### config.mk
export PLATFORM = sky130hd
export DESIGN_NAME = line_follow_p_motor_drive_flat
export DESIGN_NICKNAME = d
export VERILOG_FILES = /design/src/design/lfpmd_pkg.sv /design/src/design/lfpmd_in_if.sv /design/src/design/lfpmd_out_if.sv /design/src/design/lfpmd_mix.sv /design/src/design/line_follow_p_motor_drive.sv /design/src/flat_wrapper.sv
export VERILOG_INCLUDE_DIRS = /design/src /design/src/design
export SDC_FILE = /design/constraint.sdc
export NUM_CORES = 1
export LEC_CHECK = 0
export BUFFER_PORTS_ARGS = -buffer_cell sky130_fd_sc_hd__buf_2
export CORE_MARGIN = 2
export CORE_UTILIZATION = 58
export CTS_BUF_LIST = sky130_fd_sc_hd__clkbuf_8
export CTS_CLUSTER_SIZE = 16
export DETAILED_ROUTE_END_ITERATION = 6
export GPL_ROUTABILITY_DRIVEN = 0
export PLACE_DENSITY = 0.8
export SYNTH_ARGS = -nofsm -noshare
export SYNTH_HDL_FRONTEND = slang
export SYNTH_SLANG_ARGS = --single-unit
### constraint.sdc
create_clock -name clk -period 8.6 [get_ports clk]
set_input_delay 1.29 -clock clk [delete_from_list [all_inputs] [get_ports clk]]
set_output_delay 1.29 -clock clk [all_outputs]
set_load 0.02 [all_outputs]
### src/design/assert_macros.svh
// ----------------------------------------------------------------------------
// Assertion macros
// Shared concurrent assertion forms for the line follower drive.
// ----------------------------------------------------------------------------
`ifndef ASSERT_MACROS_SVH
`define ASSERT_MACROS_SVH

// The consequent must hold in the same cycle as the antecedent.
`define ASSERT_SAME(label, clk, rst_n, ante, cons) \
  label: assert property (@(posedge clk) disable iff (!rst_n) (ante) |-> (cons)) \
    else $error("assertion failed: same-cycle implication");

// The consequent must hold in the cycle after the antecedent.
`define ASSERT_NEXT(label, clk, rst_n, ante, cons) \
  label: assert property (@(posedge clk) disable iff (!rst_n) (ante) |=> (cons)) \
    else $error("assertion failed: next-cycle implication");

`endif

### src/design/lfpmd_pkg.sv
// ----------------------------------------------------------------------------
// lfpmd_pkg
// Types, constants and the sensor weighting function of the line follower
// proportional motor drive.
// ----------------------------------------------------------------------------
`default_nettype none

package lfpmd_pkg;

  localparam int unsigned PortWidth  = 8;
  localparam int unsigned GainWidth  = 10;
  localparam int unsigned ShiftWidth = 2;
  localparam int unsigned DutyWidth  = 10;
  localparam int unsigned ErrWidth   = 6;
  localparam int unsigned CalcWidth  = 18;
  localparam int unsigned CfgWidth   = 10;

  localparam logic [GainWidth-1:0]  GainReset  = 10'd100;
  localparam logic [ShiftWidth-1:0] ShiftReset = 2'd0;

  localparam logic signed [CalcWidth-1:0] DutyMax = 18'sd1023;
  localparam logic signed [CalcWidth-1:0] DutyMin = -18'sd1023;

  typedef enum logic {
    CFG_P_GAIN      = 1'b0,
    CFG_POWER_SHIFT = 1'b1
  } cfg_index_t;

  typedef struct packed {
    logic [DutyWidth-1:0] duty;
    logic                 reverse;
  } wheel_t;

  // Port A bit i weighs i-7, port C bit i weighs 7-i.
  function automatic logic signed [ErrWidth-1:0] pattern_error(
    input logic [2*PortWidth-1:0] pat
  );
    int acc;
    acc = 0;
    for (int i = 0; i < 8; i++) begin
      if (pat[i]) begin
        acc = acc + (i - 7);
      end
      if (pat[8+i]) begin
        acc = acc + (7 - i);
      end
    end
    return ErrWidth'(acc);
  endfunction

endpackage

`default_nettype wire

### src/design/lfpmd_in_if.sv
// ----------------------------------------------------------------------------
// lfpmd_in_if
// Sensor scan channel: two ground-sensor port bytes per transaction.
// ----------------------------------------------------------------------------
`default_nettype none

interface lfpmd_in_if;
  logic                               valid;
  logic                               ready;
  logic [lfpmd_pkg::PortWidth-1:0]    port_a_bits;
  logic [lfpmd_pkg::PortWidth-1:0]    port_c_bits;

  modport source (output valid, output port_a_bits, output port_c_bits, input ready);
  modport sink (input valid, input port_a_bits, input port_c_bits, output ready);
endinterface

`default_nettype wire

### src/design/lfpmd_out_if.sv
// ----------------------------------------------------------------------------
// lfpmd_out_if
// Motor drive result channel: duty, direction and toggle pulses per wheel.
// ----------------------------------------------------------------------------
`default_nettype none

interface lfpmd_out_if;
  logic                                    valid;
  logic                                    ready;
  logic [lfpmd_pkg::DutyWidth-1:0]         left_duty;
  logic [lfpmd_pkg::DutyWidth-1:0]         right_duty;
  logic                                    left_reverse;
  logic                                    right_reverse;
  logic                                    left_pins_toggle;
  logic                                    right_pins_toggle;
  logic signed [lfpmd_pkg::ErrWidth-1:0]   line_error;

  modport source (
    output valid, output left_duty, output right_duty, output left_reverse,
    output right_reverse, output left_pins_toggle, output right_pins_toggle,
    output line_error, input ready
  );
  modport sink (
    input valid, input left_duty, input right_duty, input left_reverse,
    input right_reverse, input left_pins_toggle, input right_pins_toggle,
    input line_error, output ready
  );
endinterface

`default_nettype wire

### src/design/lfpmd_mix.sv
// ----------------------------------------------------------------------------
// lfpmd_mix
// Proportional drive, power shift, spill of excess speed into the other
// wheel and conversion to magnitude and direction.
// ----------------------------------------------------------------------------
`default_nettype none

module lfpmd_mix (
  input  wire logic signed [lfpmd_pkg::ErrWidth-1:0]  err,
  input  wire logic [lfpmd_pkg::GainWidth-1:0]        p_gain,
  input  wire logic [lfpmd_pkg::ShiftWidth-1:0]       power_shift,
  output lfpmd_pkg::wheel_t                           left,
  output lfpmd_pkg::wheel_t                           right
);

  logic signed [lfpmd_pkg::GainWidth+lfpmd_pkg::ErrWidth:0] drive;
  logic signed [lfpmd_pkg::CalcWidth-1:0] drive_ext;
  logic signed [lfpmd_pkg::CalcWidth-1:0] left_raw;
  logic signed [lfpmd_pkg::CalcWidth-1:0] right_raw;
  logic signed [lfpmd_pkg::CalcWidth-1:0] left_sh;
  logic signed [lfpmd_pkg::CalcWidth-1:0] right_sh;
  logic signed [lfpmd_pkg::CalcWidth-1:0] left_sp;
  logic signed [lfpmd_pkg::CalcWidth-1:0] right_sp;
  logic signed [lfpmd_pkg::CalcWidth-1:0] left_mag;
  logic signed [lfpmd_pkg::CalcWidth-1:0] right_mag;
  logic [1:0] shift_eff;

  always_comb begin
    drive     = $signed({1'b0, p_gain}) * err;
    drive_ext = lfpmd_pkg::CalcWidth'(drive);
    left_raw  = lfpmd_pkg::DutyMax + drive_ext;
    right_raw = lfpmd_pkg::DutyMax - drive_ext;
    shift_eff = power_shift[1] ? 2'd2 : {1'b0, power_shift[0]};
    left_sh   = left_raw >>> shift_eff;
    right_sh  = right_raw >>> shift_eff;

    left_sp  = left_sh;
    right_sp = right_sh;
    if (left_sh > lfpmd_pkg::DutyMax) begin
      right_sp = right_sh - (left_sh - lfpmd_pkg::DutyMax);
      left_sp  = lfpmd_pkg::DutyMax;
      if (right_sp < lfpmd_pkg::DutyMin) begin
        right_sp = lfpmd_pkg::DutyMin;
      end
    end else if (right_sh > lfpmd_pkg::DutyMax) begin
      left_sp  = left_sh - (right_sh - lfpmd_pkg::DutyMax);
      right_sp = lfpmd_pkg::DutyMax;
      if (left_sp < lfpmd_pkg::DutyMin) begin
        left_sp = lfpmd_pkg::DutyMin;
      end
    end

    left.reverse  = left_sp[lfpmd_pkg::CalcWidth-1];
    right.reverse = right_sp[lfpmd_pkg::CalcWidth-1];
    left_mag      = left.reverse ? -left_sp : left_sp;
    right_mag     = right.reverse ? -right_sp : right_sp;
    left.duty     = left_mag[lfpmd_pkg::DutyWidth-1:0];
    right.duty    = right_mag[lfpmd_pkg::DutyWidth-1:0];
  end

endmodule

`default_nettype wire

### src/design/line_follow_p_motor_drive.sv
// ----------------------------------------------------------------------------
// line_follow_p_motor_drive
// Line follower proportional motor drive: sensor scans in, wheel duty and
// direction out.
// ----------------------------------------------------------------------------
//
//   Channel  Direction  Contents
//   in_ch    sink       port_a_bits, port_c_bits (one sensor scan)
//   out_ch   source     duties, reverse flags, pin toggles, line_error
//   cfg_*    write      p_gain (index 0), power_shift (index 1)
//
// Each transaction passes through the scan register, where the held
// pattern is updated and the line error is formed, and through the
// multiply and mix logic on its way into the result register.
// A transaction is taken in every cycle while out_ch is not stalled.
// A stalled result register stalls the scan register and then in_ch.
// Reset clears the held pattern, both directions and the pipeline valids,
// and restores the register defaults.
// ----------------------------------------------------------------------------
`default_nettype none

`include "assert_macros.svh"

module line_follow_p_motor_drive (
  input  wire logic                               clk,
  input  wire logic                               rst_n,
  lfpmd_in_if.sink                                in_ch,
  lfpmd_out_if.source                             out_ch,
  input  wire logic                               cfg_we,
  input  wire logic                               cfg_index,
  input  wire logic [lfpmd_pkg::CfgWidth-1:0]     cfg_wdata
);

  logic [lfpmd_pkg::GainWidth-1:0]   p_gain_r;
  logic [lfpmd_pkg::ShiftWidth-1:0]  power_shift_r;
  logic [2*lfpmd_pkg::PortWidth-1:0] held_r;
  logic [2*lfpmd_pkg::PortWidth-1:0] held_nxt;
  logic                              s1_v_r;
  logic signed [lfpmd_pkg::ErrWidth-1:0] s1_err_r;
  logic                              out_v_r;
  logic                              left_dir_r;
  logic                              right_dir_r;
  logic [lfpmd_pkg::DutyWidth-1:0]   out_left_duty_r;
  logic [lfpmd_pkg::DutyWidth-1:0]   out_right_duty_r;
  logic                              out_left_rev_r;
  logic                              out_right_rev_r;
  logic                              out_left_tog_r;
  logic                              out_right_tog_r;
  logic signed [lfpmd_pkg::ErrWidth-1:0] out_err_r;
  logic                              in_take;
  logic                              out_load;
  logic                              out_free;
  lfpmd_pkg::wheel_t                 left_w;
  lfpmd_pkg::wheel_t                 right_w;

  assign out_free  = !out_v_r || out_ch.ready;
  assign out_load  = s1_v_r && out_free;
  assign in_ch.ready = !s1_v_r || out_free;
  assign in_take   = in_ch.valid && in_ch.ready;
  assign held_nxt  = ((in_ch.port_a_bits | in_ch.port_c_bits) != '0)
                   ? {in_ch.port_c_bits, in_ch.port_a_bits} : held_r;

  always_ff @(posedge clk) begin
    if (!rst_n) begin
      p_gain_r      <= lfpmd_pkg::GainReset;
      power_shift_r <= lfpmd_pkg::ShiftReset;
    end else if (cfg_we) begin
      unique case (lfpmd_pkg::cfg_index_t'(cfg_index))
        lfpmd_pkg::CFG_P_GAIN:      p_gain_r <= cfg_wdata[lfpmd_pkg::GainWidth-1:0];
        lfpmd_pkg::CFG_POWER_SHIFT: power_shift_r <= cfg_wdata[lfpmd_pkg::ShiftWidth-1:0];
        default: begin
        end
      endcase
    end
  end

  always_ff @(posedge clk) begin
    if (!rst_n) begin
      held_r <= '0;
      s1_v_r <= 1'b0;
    end else begin
      if (in_take) begin
        held_r <= held_nxt;
      end
      if (in_ch.ready) begin
        s1_v_r <= in_ch.valid;
      end
    end
  end

  always_ff @(posedge clk) begin
    if (in_take) begin
      s1_err_r <= lfpmd_pkg::pattern_error(held_nxt);
    end
  end

  lfpmd_mix u_mix (
    .err         (s1_err_r),
    .p_gain      (p_gain_r),
    .power_shift (power_shift_r),
    .left        (left_w),
    .right       (right_w)
  );

  always_ff @(posedge clk) begin
    if (!rst_n) begin
      out_v_r     <= 1'b0;
      left_dir_r  <= 1'b0;
      right_dir_r <= 1'b0;
    end else begin
      if (out_free) begin
        out_v_r <= s1_v_r;
      end
      if (out_load) begin
        left_dir_r  <= left_w.reverse;
        right_dir_r <= right_w.reverse;
      end
    end
  end

  always_ff @(posedge clk) begin
    if (out_load) begin
      out_left_duty_r  <= left_w.duty;
      out_right_duty_r <= right_w.duty;
      out_left_rev_r   <= left_w.reverse;
      out_right_rev_r  <= right_w.reverse;
      out_left_tog_r   <= left_w.reverse ^ left_dir_r;
      out_right_tog_r  <= right_w.reverse ^ right_dir_r;
      out_err_r        <= s1_err_r;
    end
  end

  assign out_ch.valid             = out_v_r;
  assign out_ch.left_duty         = out_left_duty_r;
  assign out_ch.right_duty        = out_right_duty_r;
  assign out_ch.left_reverse      = out_left_rev_r;
  assign out_ch.right_reverse     = out_right_rev_r;
  assign out_ch.left_pins_toggle  = out_left_tog_r;
  assign out_ch.right_pins_toggle = out_right_tog_r;
  assign out_ch.line_error        = out_err_r;

  `ASSERT_SAME(a_left_dir_matches, clk, rst_n, out_v_r, out_left_rev_r == left_dir_r)
  `ASSERT_SAME(a_right_dir_matches, clk, rst_n, out_v_r, out_right_rev_r == right_dir_r)
  `ASSERT_NEXT(a_scan_moves_on, clk, rst_n, s1_v_r && !out_v_r, out_v_r)
  `ASSERT_NEXT(a_held_update, clk, rst_n, in_take && (in_ch.port_a_bits != '0), held_r[7:0] == $past(in_ch.port_a_bits))

endmodule

`default_nettype wire
### src/flat_wrapper.sv
// flat-port wrapper written by rule: the top's interface ports become plain ports
module line_follow_p_motor_drive_flat 
  (clk, rst_n, cfg_we, cfg_index, cfg_wdata, in_ch_valid, in_ch_port_a_bits, in_ch_port_c_bits, in_ch_ready, out_ch_valid, out_ch_left_duty, out_ch_right_duty, out_ch_left_reverse, out_ch_right_reverse, out_ch_left_pins_toggle, out_ch_right_pins_toggle, out_ch_line_error, out_ch_ready);
  lfpmd_in_if in_ch_i ();
  lfpmd_out_if out_ch_i ();
  input  wire logic clk;
  input  wire logic rst_n;
  input  wire logic cfg_we;
  input  wire logic cfg_index;
  input  wire logic [lfpmd_pkg::CfgWidth-1:0] cfg_wdata;
  input wire logic [$bits(in_ch_i.valid)-1:0] in_ch_valid;
  input wire logic [$bits(in_ch_i.port_a_bits)-1:0] in_ch_port_a_bits;
  input wire logic [$bits(in_ch_i.port_c_bits)-1:0] in_ch_port_c_bits;
  output wire logic [$bits(in_ch_i.ready)-1:0] in_ch_ready;
  output wire logic [$bits(out_ch_i.valid)-1:0] out_ch_valid;
  output wire logic [$bits(out_ch_i.left_duty)-1:0] out_ch_left_duty;
  output wire logic [$bits(out_ch_i.right_duty)-1:0] out_ch_right_duty;
  output wire logic [$bits(out_ch_i.left_reverse)-1:0] out_ch_left_reverse;
  output wire logic [$bits(out_ch_i.right_reverse)-1:0] out_ch_right_reverse;
  output wire logic [$bits(out_ch_i.left_pins_toggle)-1:0] out_ch_left_pins_toggle;
  output wire logic [$bits(out_ch_i.right_pins_toggle)-1:0] out_ch_right_pins_toggle;
  output wire logic [$bits(out_ch_i.line_error)-1:0] out_ch_line_error;
  input wire logic [$bits(out_ch_i.ready)-1:0] out_ch_ready;
  assign in_ch_i.valid = in_ch_valid;
  assign in_ch_i.port_a_bits = in_ch_port_a_bits;
  assign in_ch_i.port_c_bits = in_ch_port_c_bits;
  assign in_ch_ready = in_ch_i.ready;
  assign out_ch_valid = out_ch_i.valid;
  assign out_ch_left_duty = out_ch_i.left_duty;
  assign out_ch_right_duty = out_ch_i.right_duty;
  assign out_ch_left_reverse = out_ch_i.left_reverse;
  assign out_ch_right_reverse = out_ch_i.right_reverse;
  assign out_ch_left_pins_toggle = out_ch_i.left_pins_toggle;
  assign out_ch_right_pins_toggle = out_ch_i.right_pins_toggle;
  assign out_ch_line_error = out_ch_i.line_error;
  assign out_ch_i.ready = out_ch_ready;
  line_follow_p_motor_drive u_core (.clk(clk), .rst_n(rst_n), .in_ch(in_ch_i), .out_ch(out_ch_i), .cfg_we(cfg_we), .cfg_index(cfg_index), .cfg_wdata(cfg_wdata));
endmodule
==> out/metrics.cfg <==
[synthesis]
synth_commonest_cells=ha_1 (127), nand2_1 (111), inv_1 (99)
syn_area_sq_um=10000
yosys-top-cells-area=ha_1 (16%), edfxtp_1 (11%), fa_1 (7.0%)
ys_seq_area_share_pct=16.8
postSynthCellCount=1212
yosysTopAreaCell=ha_1
synth-main-ff-cell=edfxtp_1
synthArstFlopShare_pct=0
yosysMostFrequentCell=ha_1
synth_warnings=0
synth_edf_count=36
synth_top_area_share_pct=15.9
ys_ff_latch=66
syn-num-nets=1406
syn_avg_cell_area_sq_um=8.25
synth_cell_type_count=93

[route]
vias_per_cell=5.84
met2_wirelength_um=13200
vias=9594
drt_iter0_drc=590
routedWlPerCell_um=16.1
wl_met1_um=11200
wl_met3_um=1200
drtAntennaViolNets=0
remaining_drc_errors=0
firstDrtPassIters=5
routed_wl_um=26400
top_layer=met4

[timing]
drv_slew=0
slew_headroom_pct=32.8
hold_viol_final=0
fmax_ghz=0.112
finalCritPeriodShare_pct=104
finalClockSkew_ns=0.00965
worst_pin_slew_ns=1.00
fin_ws_ns=-0.328
fin_crit_ns=8.93
setup_viol=11
rsz0062_at_grt=yes
worst_hold_slack_ns=0.491

[worst_setup_path]
cp.required_ns=8.71
setup.worst_path.start_class=flip-flop
cp.buffers_inverters=12
path_delay_family=adder cells
worstPathArrival_ns=9.04
path_max_fanout=6
max_stage_delay_ns=0.54
r2r_slack_ns=-0.33
cpMostUsedCell=inv_2
worstSetupPathType=reg2reg
cp_slowest_cell=fa_1
end_kind=flip-flop

[placement]
place_inst=1589
dp_hpwl_um=19000
dpl_cell_area_sq_um=11500
port_buffers=63

[clocking]
clockRootBuffer=clkbuf_8
cts_sinks=66
cts_max_path_buffers=2
cts_buffers=9
cts.clk_slew.worst_paths_ns=0.08
cts_tree=built
clock_latency_ns=0.37
cts_max_level=3

[global_route]
antenna_found_initial=0
grt_usage_pct=28.0
grt_first_pass_wirelength_um=41900
first_global_vias=9227
grt.overflow.total=0
grt_max_degree=69

[floorplan]
initial_core_util_pct=58.6
die_h_um=135
die_w_um=135
core_area_sq_um=17100
rows=48
io_pins=64
dieArea_sq_um=18300

[final_layout]
nFillCells=1178
n_antenna_cell=0
finalNetCount=1606
final_cells=1642
postLayoutCellArea_sq_um=12600
area_growth_syn_to_layout_pct=26.3
drive_gt1_share_pct=29.1
utilization_pct=74.0

[job]
drv_cap=0

[worst_hold_path]
min_path_type=reg2reg

[outcome]
outcome=finished with violations
violations=setup timing

-- placed cells by master (no fill, tap or decap), drive strengths merged, types with 15 or more instances in the layout --
master and count:
xor2 40, a21o 24, buf 233, and2 54, nand2b 24, nand2 111
fa 35, edfxtp 36, mux2i 25, a21boi 15, dfxtp 30, ha 127
nor3 16, nor2b 16, o21ai 59, a21oi 75, inv 102, nand3 24
nor2 95, a31oi 15, xnor2 67
-- path summary, 6_finish.rpt --
check | from | endpoint | cells past startpoint
max | u_core.s1_err_r[2] | u_core.out_ch.right_duty[6] | 42
min | u_core.s1_err_r[5] | u_core.out_ch.line_error[5] | 0
max reg2reg | u_core.s1_err_r[2] | u_core.out_ch.right_duty[6] | 42
min reg2reg | u_core.s1_err_r[5] | u_core.out_ch.line_error[5] | 0
-- per-stage QoR --
step	setup WS (ns)	setup TNS, ns
2_1_floorplan	-0.000780	-0.000780
3_3_place_gp	-0.0554	-0.142
3_5_place_dp	-0.423	-3.47
4_1_cts	-0.0685	-0.148
5_1_grt	-0.595	-7.57
6_report	-0.328	-2.23
-- flip-flops by register name, indices dropped and copies added (netlist names), 2 cells and up --
name	count
u_core.out_ch.right_duty	10
u_core.out_ch.left_duty	10
u_core.s1_err_r	6
u_core.p_gain_r	10
u_core.held_r	14
u_core.power_shift_r	2
u_core.out_ch.line_error	6
-- kinds of logic after synthesis --
kind of cell | share of synthesized area, %
compound gates | 20.2
xor+xnor | 10.5
fa+ha+maj | 22.9
buf+inv | 5.70
flops | 16.8
mux | 3.25
simple gates | 20.6
-- cell type report --
cell class / instances / area, sq um / area share [%]
Clock inverter: 6 / 63.8 / 0.505
Clock buffer: 10 / 138 / 1.09
Tap cell: 225 / 282 / 2.23
Sequential cell: 66 / 1680 / 13.3
Timing Repair Buffer: 233 / 1610 / 12.8
Inverter: 102 / 387 / 3.06
Multi-Input combinational cell: 1000 / 8460 / 67.0
-- metal layers --
metal | GRT usage, % | up-vias
met4 | 10.6 | 0
li1 | - | 4682
met3 | 3.85 | 61
met5 | 0 | -
met1 | 34.8 | 4529
met2 | 49.4 | 322
-- repair_timing --
| action | CTS | global route |
|---|---|---|
| gates resized for setup | 80 | 63 |
| endpoints found under the setup margin | 17 | 23 |
| hold buffers | 0 | 0 |
| buffers inserted | 27 | 11 |
| pin swaps | 63 | 48 |
Power is left out: the tool's default activity adds up to more than one toggle a clock period on the data nets, which glitch-free logic cannot reach.
